<file path="config.mk">
export PLATFORM = sky130hd
export DESIGN_NAME = modular_exponentiation_core
export DESIGN_NICKNAME = d
export VERILOG_FILES = /design/src/rtl/mexp_pkg.sv /design/src/rtl/modular_exponentiation_core.sv /design/src/rtl/mexp_mulred.sv /design/src/rtl/mexp_seq.sv /design/src/rtl/mexp_datapath.sv
export SDC_FILE = /design/constraint.sdc
export NUM_CORES = 2
export LEC_CHECK = 0
export BUFFER_PORTS_ARGS = -buffer_cell sky130_fd_sc_hd__buf_2
export CAP_MARGIN = 20
export CORE_MARGIN = 2
export CORE_UTILIZATION = 51
export DETAILED_ROUTE_END_ITERATION = 8
export PLACE_DENSITY_LB_ADDON = 0.15
export REMOVE_ABC_BUFFERS = 1
export SLEW_MARGIN = 15
export SYNTH_ARGS = -nofsm -noshare
export SYNTH_HDL_FRONTEND = slang
export SYNTH_SLANG_ARGS = --single-unit
</file>
<file path="constraint.sdc">
create_clock -name clk_i -period 23.3 [get_ports clk_i]
set_clock_uncertainty 0.2 [all_clocks]
set_input_delay 1.165 -clock clk_i [delete_from_list [all_inputs] [get_ports clk_i]]
set_output_delay 1.165 -clock clk_i [all_outputs]
set_load 0.02 [all_outputs]
</file>
<file path="src/rtl/mexp_pkg.sv">
// shared constants, control word types and microcode rom of the exponentiation core
`default_nettype none

package mexp_pkg;

  // operand width and derived widths
  localparam int unsigned VALUE_BITS = 63;
  localparam int unsigned CNT_W      = $clog2(VALUE_BITS);
  localparam int unsigned PC_W       = 4;

  // datapath actions driven by the control word
  typedef enum logic [2:0] {
    A_NONE,
    A_LOAD,
    A_RED_GO,
    A_RED_WB,
    A_EXP_GO,
    A_EXP_WB,
    A_OUT_OK,
    A_OUT_ERR
  } act_e;

  // sequencing conditions
  typedef enum logic [2:0] {
    C_NEXT,
    C_START,
    C_MZERO,
    C_EZERO,
    C_DONE,
    C_JUMP
  } cond_e;

  typedef struct packed {
    act_e            act;
    cond_e           cond;
    logic [PC_W-1:0] target;
  } ucode_t;

  // control from sequencer to datapath
  typedef struct packed {
    act_e act;
  } dp_ctrl_t;

  // status from datapath to sequencer
  typedef struct packed {
    logic m_zero;
    logic e_zero;
    logic mul_done;
  } dp_flags_t;

  // microcode addresses
  localparam logic [PC_W-1:0] UA_IDLE    = 4'd0;
  localparam logic [PC_W-1:0] UA_CHK_MOD = 4'd1;
  localparam logic [PC_W-1:0] UA_RED_GO  = 4'd2;
  localparam logic [PC_W-1:0] UA_RED_WB  = 4'd3;
  localparam logic [PC_W-1:0] UA_LOOP    = 4'd4;
  localparam logic [PC_W-1:0] UA_EXP_GO  = 4'd5;
  localparam logic [PC_W-1:0] UA_EXP_WB  = 4'd6;
  localparam logic [PC_W-1:0] UA_OUT_ERR = 4'd7;
  localparam logic [PC_W-1:0] UA_OUT_OK  = 4'd8;

  // the control program
  function automatic ucode_t ucode_rom(input logic [PC_W-1:0] addr);
    ucode_t w;
    case (addr)
      UA_IDLE:    w = '{act: A_LOAD,    cond: C_START, target: UA_CHK_MOD};
      UA_CHK_MOD: w = '{act: A_NONE,    cond: C_MZERO, target: UA_OUT_ERR};
      UA_RED_GO:  w = '{act: A_RED_GO,  cond: C_NEXT,  target: UA_IDLE};
      UA_RED_WB:  w = '{act: A_RED_WB,  cond: C_DONE,  target: UA_LOOP};
      UA_LOOP:    w = '{act: A_NONE,    cond: C_EZERO, target: UA_OUT_OK};
      UA_EXP_GO:  w = '{act: A_EXP_GO,  cond: C_NEXT,  target: UA_IDLE};
      UA_EXP_WB:  w = '{act: A_EXP_WB,  cond: C_DONE,  target: UA_LOOP};
      UA_OUT_ERR: w = '{act: A_OUT_ERR, cond: C_JUMP,  target: UA_IDLE};
      UA_OUT_OK:  w = '{act: A_OUT_OK,  cond: C_JUMP,  target: UA_IDLE};
      default:    w = '{act: A_NONE,    cond: C_JUMP,  target: UA_IDLE};
    endcase
    return w;
  endfunction

endpackage

`default_nettype wire

</file>
<file path="src/rtl/modular_exponentiation_core.sv">
// top level of the modular exponentiation core
//
// channel   direction  handshake            payload
// command   in         start && !busy       base_value_i, exponent_i, modulus_i
// result    out        done_o, one cycle    power_result_o, modulus_error_o
//
// zero modulus: the modulus check goes straight to the error word, with no multiplier pass.
// otherwise each exponent bit, up to the bit length of the exponent, costs one pass
// of the bit-serial multipliers (square and multiply run side by side), plus the
// base reduction pass.
// one command at a time; busy is low again in the cycle the result word shows.
// asynchronous active-low reset returns the sequencer to idle and drops done_o.
// the receiver cannot stall: the result word is valid for one cycle only.
`default_nettype none

module modular_exponentiation_core (
  input  wire logic                            clk_i,
  input  wire logic                            rst_ni,
  input  wire logic                            start,
  output logic                                 busy,
  input  wire logic [mexp_pkg::VALUE_BITS-1:0] base_value_i,
  input  wire logic [mexp_pkg::VALUE_BITS-1:0] exponent_i,
  input  wire logic [mexp_pkg::VALUE_BITS-1:0] modulus_i,
  output logic                                 done_o,
  output logic [mexp_pkg::VALUE_BITS-1:0]      power_result_o,
  output logic                                 modulus_error_o
);
  import mexp_pkg::*;

  dp_ctrl_t  ctrl;
  dp_flags_t flags;

  // control program
  mexp_seq u_seq (
    .clk_i   (clk_i),
    .rst_ni  (rst_ni),
    .start_i (start),
    .flags_i (flags),
    .ctrl_o  (ctrl),
    .busy_o  (busy)
  );

  // arithmetic
  mexp_datapath u_dp (
    .clk_i           (clk_i),
    .rst_ni          (rst_ni),
    .ctrl_i          (ctrl),
    .base_value_i    (base_value_i),
    .exponent_i      (exponent_i),
    .modulus_i       (modulus_i),
    .flags_o         (flags),
    .done_o          (done_o),
    .power_result_o  (power_result_o),
    .modulus_error_o (modulus_error_o)
  );

endmodule

`default_nettype wire

</file>
<file path="src/rtl/mexp_mulred.sv">
// bit-serial modular multiplier: one multiplier bit per cycle, msb first
`default_nettype none

module mexp_mulred (
  input  wire logic                           clk_i,
  input  wire logic                           rst_ni,
  input  wire logic                           go_i,
  input  wire logic [mexp_pkg::VALUE_BITS-1:0] a_i,
  input  wire logic [mexp_pkg::VALUE_BITS-1:0] b_i,
  input  wire logic [mexp_pkg::VALUE_BITS-1:0] m_i,
  output logic                                done_o,
  output logic [mexp_pkg::VALUE_BITS-1:0]     prod_o
);
  import mexp_pkg::*;

  localparam int unsigned W = VALUE_BITS;

  logic [W-1:0]     acc_q, acc_d;
  logic [W-1:0]     a_q, b_q, m_q;
  logic [CNT_W-1:0] cnt_q;
  logic             run_q, done_q;
  logic             last;
  logic [W:0]       dbl, mod_ext, sum;
  logic [W-1:0]     red1;

  assign last    = (cnt_q == CNT_W'(W - 1));
  assign mod_ext = {1'b0, m_q};

  // double and reduce, then add the partial product and reduce
  always_comb begin
    dbl = {acc_q, 1'b0};
    if (dbl >= mod_ext) begin
      red1 = W'(dbl - mod_ext);
    end else begin
      red1 = dbl[W-1:0];
    end
    sum = {1'b0, red1} + (b_q[W-1] ? {1'b0, a_q} : '0);
    if (sum >= mod_ext) begin
      acc_d = W'(sum - mod_ext);
    end else begin
      acc_d = sum[W-1:0];
    end
  end

  // control state
  always_ff @(posedge clk_i or negedge rst_ni) begin
    if (!rst_ni) begin
      run_q  <= 1'b0;
      done_q <= 1'b0;
      cnt_q  <= '0;
    end else begin
      done_q <= run_q && last;
      if (go_i) begin
        run_q <= 1'b1;
        cnt_q <= '0;
      end else if (run_q) begin
        cnt_q <= cnt_q + 1'b1;
        if (last) begin
          run_q <= 1'b0;
        end
      end
    end
  end

  // operand and accumulator words
  always_ff @(posedge clk_i) begin
    if (go_i) begin
      acc_q <= '0;
      a_q   <= a_i;
      b_q   <= b_i;
      m_q   <= m_i;
    end else if (run_q) begin
      acc_q <= acc_d;
      b_q   <= {b_q[W-2:0], 1'b0};
    end
  end

  assign done_o = done_q;
  assign prod_o = acc_q;

endmodule

`default_nettype wire

</file>
<file path="src/rtl/mexp_seq.sv">
// microcode sequencer: step counter, control rom and conditional jumps
`default_nettype none

module mexp_seq (
  input  wire logic                clk_i,
  input  wire logic                rst_ni,
  input  wire logic                start_i,
  input  wire mexp_pkg::dp_flags_t flags_i,
  output mexp_pkg::dp_ctrl_t       ctrl_o,
  output logic                     busy_o
);
  import mexp_pkg::*;

  logic [PC_W-1:0] pc_q, pc_d;
  ucode_t          uw;

  assign uw = ucode_rom(pc_q);

  // next step
  always_comb begin
    pc_d = pc_q;
    case (uw.cond)
      C_NEXT:  pc_d = pc_q + 1'b1;
      C_START: pc_d = start_i ? uw.target : pc_q;
      C_MZERO: pc_d = flags_i.m_zero ? uw.target : pc_q + 1'b1;
      C_EZERO: pc_d = flags_i.e_zero ? uw.target : pc_q + 1'b1;
      C_DONE:  pc_d = flags_i.mul_done ? uw.target : pc_q;
      C_JUMP:  pc_d = uw.target;
      default: pc_d = UA_IDLE;
    endcase
  end

  // control word out; operand load only on a start
  always_comb begin
    ctrl_o.act = uw.act;
    if (uw.act == A_LOAD && !start_i) begin
      ctrl_o.act = A_NONE;
    end
  end

  assign busy_o = (pc_q != UA_IDLE);

  always_ff @(posedge clk_i or negedge rst_ni) begin
    if (!rst_ni) begin
      pc_q <= UA_IDLE;
    end else begin
      pc_q <= pc_d;
    end
  end

endmodule

`default_nettype wire

</file>
<file path="src/rtl/mexp_datapath.sv">
// operand registers, two modular multipliers and the result register
`default_nettype none

module mexp_datapath (
  input  wire logic                            clk_i,
  input  wire logic                            rst_ni,
  input  wire mexp_pkg::dp_ctrl_t              ctrl_i,
  input  wire logic [mexp_pkg::VALUE_BITS-1:0] base_value_i,
  input  wire logic [mexp_pkg::VALUE_BITS-1:0] exponent_i,
  input  wire logic [mexp_pkg::VALUE_BITS-1:0] modulus_i,
  output mexp_pkg::dp_flags_t                  flags_o,
  output logic                                 done_o,
  output logic [mexp_pkg::VALUE_BITS-1:0]      power_result_o,
  output logic                                 modulus_error_o
);
  import mexp_pkg::*;

  localparam int unsigned W = VALUE_BITS;

  logic [W-1:0] base_q, exp_q, mod_q, acc_q;
  logic [W-1:0] mul_a_op;
  logic [W-1:0] prod_a, prod_b;
  logic         go_a, go_b, done_a, done_b;
  logic         strobe_q;
  logic [W-1:0] power_q;
  logic         err_q;

  // unit a reduces the base or multiplies the accumulator, unit b squares
  assign go_a     = (ctrl_i.act == A_RED_GO) || (ctrl_i.act == A_EXP_GO);
  assign go_b     = (ctrl_i.act == A_EXP_GO);
  assign mul_a_op = (ctrl_i.act == A_RED_GO) ? W'(1) : acc_q;

  mexp_mulred u_mul_a (
    .clk_i  (clk_i),
    .rst_ni (rst_ni),
    .go_i   (go_a),
    .a_i    (mul_a_op),
    .b_i    (base_q),
    .m_i    (mod_q),
    .done_o (done_a),
    .prod_o (prod_a)
  );

  mexp_mulred u_mul_b (
    .clk_i  (clk_i),
    .rst_ni (rst_ni),
    .go_i   (go_b),
    .a_i    (base_q),
    .b_i    (base_q),
    .m_i    (mod_q),
    .done_o (done_b),
    .prod_o (prod_b)
  );

  // status to the sequencer; both units finish on the same cycle
  assign flags_o.m_zero   = (mod_q == '0);
  assign flags_o.e_zero   = (exp_q == '0);
  assign flags_o.mul_done = done_a;

  // working registers
  always_ff @(posedge clk_i) begin
    case (ctrl_i.act)
      A_LOAD: begin
        base_q <= base_value_i;
        exp_q  <= exponent_i;
        mod_q  <= modulus_i;
        acc_q  <= W'(1);
      end
      A_RED_WB: begin
        if (done_a) begin
          base_q <= prod_a;
        end
      end
      A_EXP_WB: begin
        if (done_a && done_b) begin
          if (exp_q[0]) begin
            acc_q <= prod_a;
          end
          base_q <= prod_b;
          exp_q  <= {1'b0, exp_q[W-1:1]};
        end
      end
      default: begin
      end
    endcase
  end

  // result word strobe
  always_ff @(posedge clk_i or negedge rst_ni) begin
    if (!rst_ni) begin
      strobe_q <= 1'b0;
    end else begin
      strobe_q <= (ctrl_i.act == A_OUT_OK) || (ctrl_i.act == A_OUT_ERR);
    end
  end

  // result word payload
  always_ff @(posedge clk_i) begin
    if (ctrl_i.act == A_OUT_OK) begin
      power_q <= acc_q;
      err_q   <= 1'b0;
    end else if (ctrl_i.act == A_OUT_ERR) begin
      power_q <= '0;
      err_q   <= 1'b1;
    end
  end

  assign done_o          = strobe_q;
  assign power_result_o  = power_q;
  assign modulus_error_o = err_q;

endmodule

`default_nettype wire

</file>
# == Yosys cells after proc, flatten, opt, wreduce, memory -nomap -nowiden ==
# Memory sizes are Yosys's and may differ from the RTL's.
# Index checks and enable logic that the tools add are counted.
# word_totals
regBits,841
romBits,160
output_inout_bits,66
word_cells,112
mem_count,1
# op_classes
add_sub_neg,9
order_cmp,4
eq_ne,20
mux,36
reduce_logical,20
# mem_list
memory,words,word_bits,read_ports,rd_ports_with_merged_regs,wr,line,rtl
(no name shown),16,10,1,0,0,mexp_pkg.sv:65,case (addr)
# op_table
operator,count
$mux 63,17
$ge 64x63->1,4
$pmux 63 s2,2
$sub 63x63->63,4
$pmux 63 s3,1
$add 63x63->64,2
$logic_not 63->1,2
$mux 6,4
$pmux 4 s6,1
$eq 3x3->1 const B,6
$mux 4,4
$add 6x1->6 const B,2
$eq 3x2->1 const B,4
$eq 6x6->1 const B,2
$eq 3x1->1 const B,3
$reduce_bool 2->1,4
$mux 1,6
$ne 2x1->1 const B,3
$reduce_and 3->1,2
$add 4x1->4 const B,1
$logic_and 1x1->1,4
$ne 2x2->1 const B,2
$reduce_and 2->1,2
$reduce_bool 4->1,1
5 further kinds,6

# == Longest topological paths before layout ==
# An unclocked memory read counts as a cell.
# logic_depth
ltp_word,7
ltp_mapped,42
ltp_nobuf,37

# == Cells and area by module ==
# From an unflattened synthesis, not the netlist that was laid out.
# hier_totals
cells_unflattened,5772
hier_area_um2,57013.4
# by_module_without_submodules
module,n_inst,cells_each,area_per_inst_um2,seq_area_each_um2
mexp_mulred at u_dp.u_mul_b,1,2504,21555.7,7136.8
mexp_mulred at u_dp.u_mul_a,1,2388,21553.2,7136.8
mexp_datapath,1,805,13279.0,9504.1
mexp_seq,1,75,625.6,100.1

# == Least setup slack after synthesis ==
# OpenSTA, ideal clock, no wires.
# synth_timing
kind,register to register
start,register u_dp.u_mul_a.m_q[0]
end,"register u_dp.u_mul_a.acc_q[0], in the netlist u_dp.u_mul_a.prod_o[0]"
arrival_time_ns,8.222
path_slack_ns,14.565
stages_incl_launch_ff,41
path_cell_list,edfxtp_1 inv_1 fa_1 a21o_1 a21oi_1 o211ai_1 a2111oi_0 o31ai_1 o21ai_1 a31oi_1 or3_1 a41oi_2 buf_2 buf_2 nand2_1 o21ai_0 ha_1 clkbuf_1 [5 not listed] nor2_1 o21a_1 o21ai_0 xor2_1 ha_1 clkbuf_1 and3_1 nor4b_1 nand2_1 o21ai_0 o32ai_1 a21oi_1 a211o_1 clkbuf_1 buf_1 a21oi_1 mux2i_1 nor2_1
# synth_between
elab_chain_len,5
word_cells_on_any_way,7
cone_classes,add/sub (3); order compare (2); mux (2)
# synth_lines
element,line,rtl
from (decl),mexp_mulred.sv:19,"logic [W-1:0] a_q, b_q, m_q;"
from (signal assigned),mexp_mulred.sv:71,m_q <= m_i;
$sub 63x63->63 or $ge 64x63->1 (tied branches),"mexp_mulred.sv:33, mexp_mulred.sv:32",
$mux 63,mexp_mulred.sv:32,if (dbl >= mod_ext) begin
$add 63x63->64,mexp_mulred.sv:37,"sum = {1'b0, red1} + (b_q[W-1] ? {1'b0, a_q} : '0);"
$sub 63x63->63 or $ge 64x63->1 (tied branches),"mexp_mulred.sv:39, mexp_mulred.sv:38",
$mux 63 *,mexp_mulred.sv:38,if (sum >= mod_ext) begin
to (signal assigned),mexp_mulred.sv:68,acc_q <= '0;
to (signal assigned),mexp_mulred.sv:73,acc_q <= acc_d;
to (decl),mexp_mulred.sv:18,"logic [W-1:0] acc_q, acc_d;"
# Every way passes the cells marked *; elsewhere a longest branch is shown, timed or not.
# A chain may end at the register's enable or synchronous reset.

# == Worst setup path after layout ==
# layout_timing
start,register u_dp.u_mul_a.m_q[0]
end,"register u_dp.u_mul_a.acc_q[10], in the netlist u_dp.u_mul_a.prod_o[10]"
# Same word-level chain as after synthesis.

==> results_dict.tcl <==
set metrics [dict create \
    cp_top_family "compound AO/OA/AOI/OAI gates" \
    core_um2 110800 \
    period_minus_slack_ns 12.48 \
    first_iter_violations 4989 \
    netlist_top_cells_count "989 x nand2_1, 693 x edfxtp_1, 514 x a21oi_1, 386 x ha_1, 380 x o21ai_0" \
    leakagePower_nw 27.01 \
    crit_fanout 73 \
    r2r_slack_ns 10.82 \
    die_x_um 338.4 \
    portBuffers 257 \
    synth_top_cell_area_share 0.3649 \
    r2r-end "u_dp.u_mul_a.prod_o[10]" \
    critical_path_buf_inv_count 4 \
    synthToLayoutAreaGrowth_pct 9.464 \
    max_stage_delay_ns 0.93 \
    synth_edf_count 693 \
    crit_type "reg -> reg" \
    synth_area_um2 57030 \
    relSlewSlack 0.3095 \
    yosys_register_bits 841 \
    synth_area_leaders "edfxtp_1 36%, ha_1 8.5%, nand2_1 6.5%" \
    initial_core_util 0.5146 \
    drt-pass1-iter-count 6 \
    vias 47990 \
    grt_pass1_wl_mm 273.8 \
    crit_arrival_ns 12.87 \
    gp_congestion 0.9968 \
    htree_levels 3 \
    grt_usage 0.3100 \
    drv_slew 0 \
    setup_violations 0 \
    avgRoutedWirePerCell_um 23.24 \
    rr_worst_depth 34 \
    timing_hold_violations_final 0 \
    cts_inserted_buffers 92 \
    worst-endpoint-required_ns 23.69 \
    clockBufferDepth 3 \
    post_cts_resized 0 \
    yosys_warnings 0 \
    start_kind "register" \
    dieArea_um2 114500 \
    yosysMostFrequentCell "nand2_1" \
    power_density_nw_per_um2 50.07 \
    path_depth 34 \
    syn_avg_cell_area_um2 9.115 \
    postCtsSetupBuffers 0 \
    async_flop_share 0.02497 \
    syn_inst 6257 \
    critPathCaptureType "register" \
    vias_per_cell 6.084 \
    ant_nets 0 \
    worstReg2RegStart "u_dp.u_mul_a.m_q[0]" \
    yosysSeqAreaShare 0.4187 \
    rsz0062_at_grt "false" \
    cp-startpoint "u_dp.u_mul_a.m_q[0]" \
    cts.hold.buffers_added 0 \
    hpwl_mm 141.6 \
    worst_pin_slew_ns 1.036 \
    rows 122 \
    die_h_um 338.4 \
    ys.flop_type "edfxtp_1" \
    ys_types 90 \
    place_inst 7716 \
    post-place-ws_ns 11.06 \
    yosysTopAreaCell "edfxtp_1" \
    grt_max_degree 190 \
    hp-class "in -> async" \
    cts_tree "done" \
    grt_remaining_overflow 0 \
    worstSetupEndpoint "u_dp.u_mul_a.prod_o[10]" \
    final_cell_count_no_fill 7887 \
    crit_top_cell "o21ai_0" \
    finalNetCount 6907 \
    drv_cap 0 \
    drc 0 \
    clk_pin_slew_ns 0.06 \
    status "complete, no violations" \
    worst_ir_drop_vdd_mv 0.06918 \
    finalSetupTns_ns 0 \
    clock_latency_ns 0.71 \
    cpMaxStageDelayCell "a2111oi_1" \
    ios 258 \
    cts.sinks 841 \
    grt_pass1_vias 44600 \
    period_share 0.5355 \
    cts.root.buffer_cell "clkbuf_16" \
    timing.fmax_mhz 80.15 \
    antenna_found_initial 10 \
    fin_ws_ns 10.82 \
    drive_gt1_frac 0.08643 \
    routed_wl_mm 183.3 \
]
## worst register-to-register path, delay by kind of cell (launching register included)
family | cells | cell delay (ns)
mux | 1 | 0.26
compound gates | 19 | 6.36
buf+inv | 4 | 1.84
fa+ha+maj | 3 | 1.36
simple gates | 6 | 1.77
xor+xnor | 1 | 0.19
flops | 1 | 0.39
## through the flow
step	total power, mW	util	instance area, um2	hold slack, ns
after floorplan	1.644	-	55780	0.2322
after global placement	1.662	0.5357	59370	0.2469
after detailed placement	1.662	0.5359	59390	0.2490
after CTS	3.149	0.5632	62410	0.2133
after global routing	3.205	0.5633	62430	0.2624
final	3.126	0.5633	62430	0.2345
## area by class of cell
cell class	count	area [um2]
multi-input combinational	4847	31100
tap	1488	1862
fill	10000	48390
sequential	841	23890
inverter	245	934.6
timing repair buffer	296	1622
antenna	1	2.502
clock buffer	118	2420
clock inverter	51	603.1
## logic make-up after synthesis
logic type      Yosys count  synth area share
xor+xnor                345           0.05298
compound gates         1751            0.1954
flops                   841            0.4187
mux                     123           0.02310
buf+inv                 569           0.03800
fa+ha+maj               392           0.08679
simple gates           2236            0.1851
## metal layers
| layer | share of wire | track usage | vias up | wire length, um |
|---|---|---|---|---|
| met2 | 0.40 | 0.4359 | 1877 | 73700 |
| met4 | 0.024 | 0.07778 | 10 | 4405 |
| li1 | - | - | 22850 | - |
| met1 | 0.49 | 0.4914 | 23040 | 89610 |
| met5 | 0.00032 | 0 | - | 59 |
| met3 | 0.085 | 0.04728 | 211 | 15520 |
## power breakdown
part	total (mW)	switching (mW)	internal [mW]
Combinational	0.0230	0.00790	0.0151
Sequential	1.61	0	1.61
Clock	1.50	0.644	0.852
Total	3.13	0.651	2.47
## cells in the final DEF, fill, tap and decap left out, types with 92 or more instances in the layout
master	instances
nand2_1	988
nand4_1	114
and2_1	343
clkbuf_16	92
inv_1	241
ha_1	386
a21o_1	230
xnor2_1	199
a21oi_1	513
dfxtp_1	127
buf_2	257
nor2_1	348
edfxtp_1	693
o21ai_0	380
xor2_1	146
## how the worst min path moves through the flow
stage	startpoint	end	slack, ns	cells after the start
floorplan	u_dp.base_q[0]	u_dp.u_mul_b.a_q[0]	0.23	0
global placement	u_dp.base_q[0]	u_dp.u_mul_b.a_q[0]	0.25	0
detailed placement	u_dp.base_q[0]	u_dp.u_mul_b.a_q[0]	0.25	0
CTS	rst_ni	u_dp.u_mul_a.cnt_q[1]	0.21	1
global route	rst_ni	u_dp.u_mul_a.cnt_q[1]	0.26	1
finish	rst_ni	u_dp.u_mul_a.cnt_q[0]	0.23	1
Note: power is estimated with default switching activity, not from simulation.
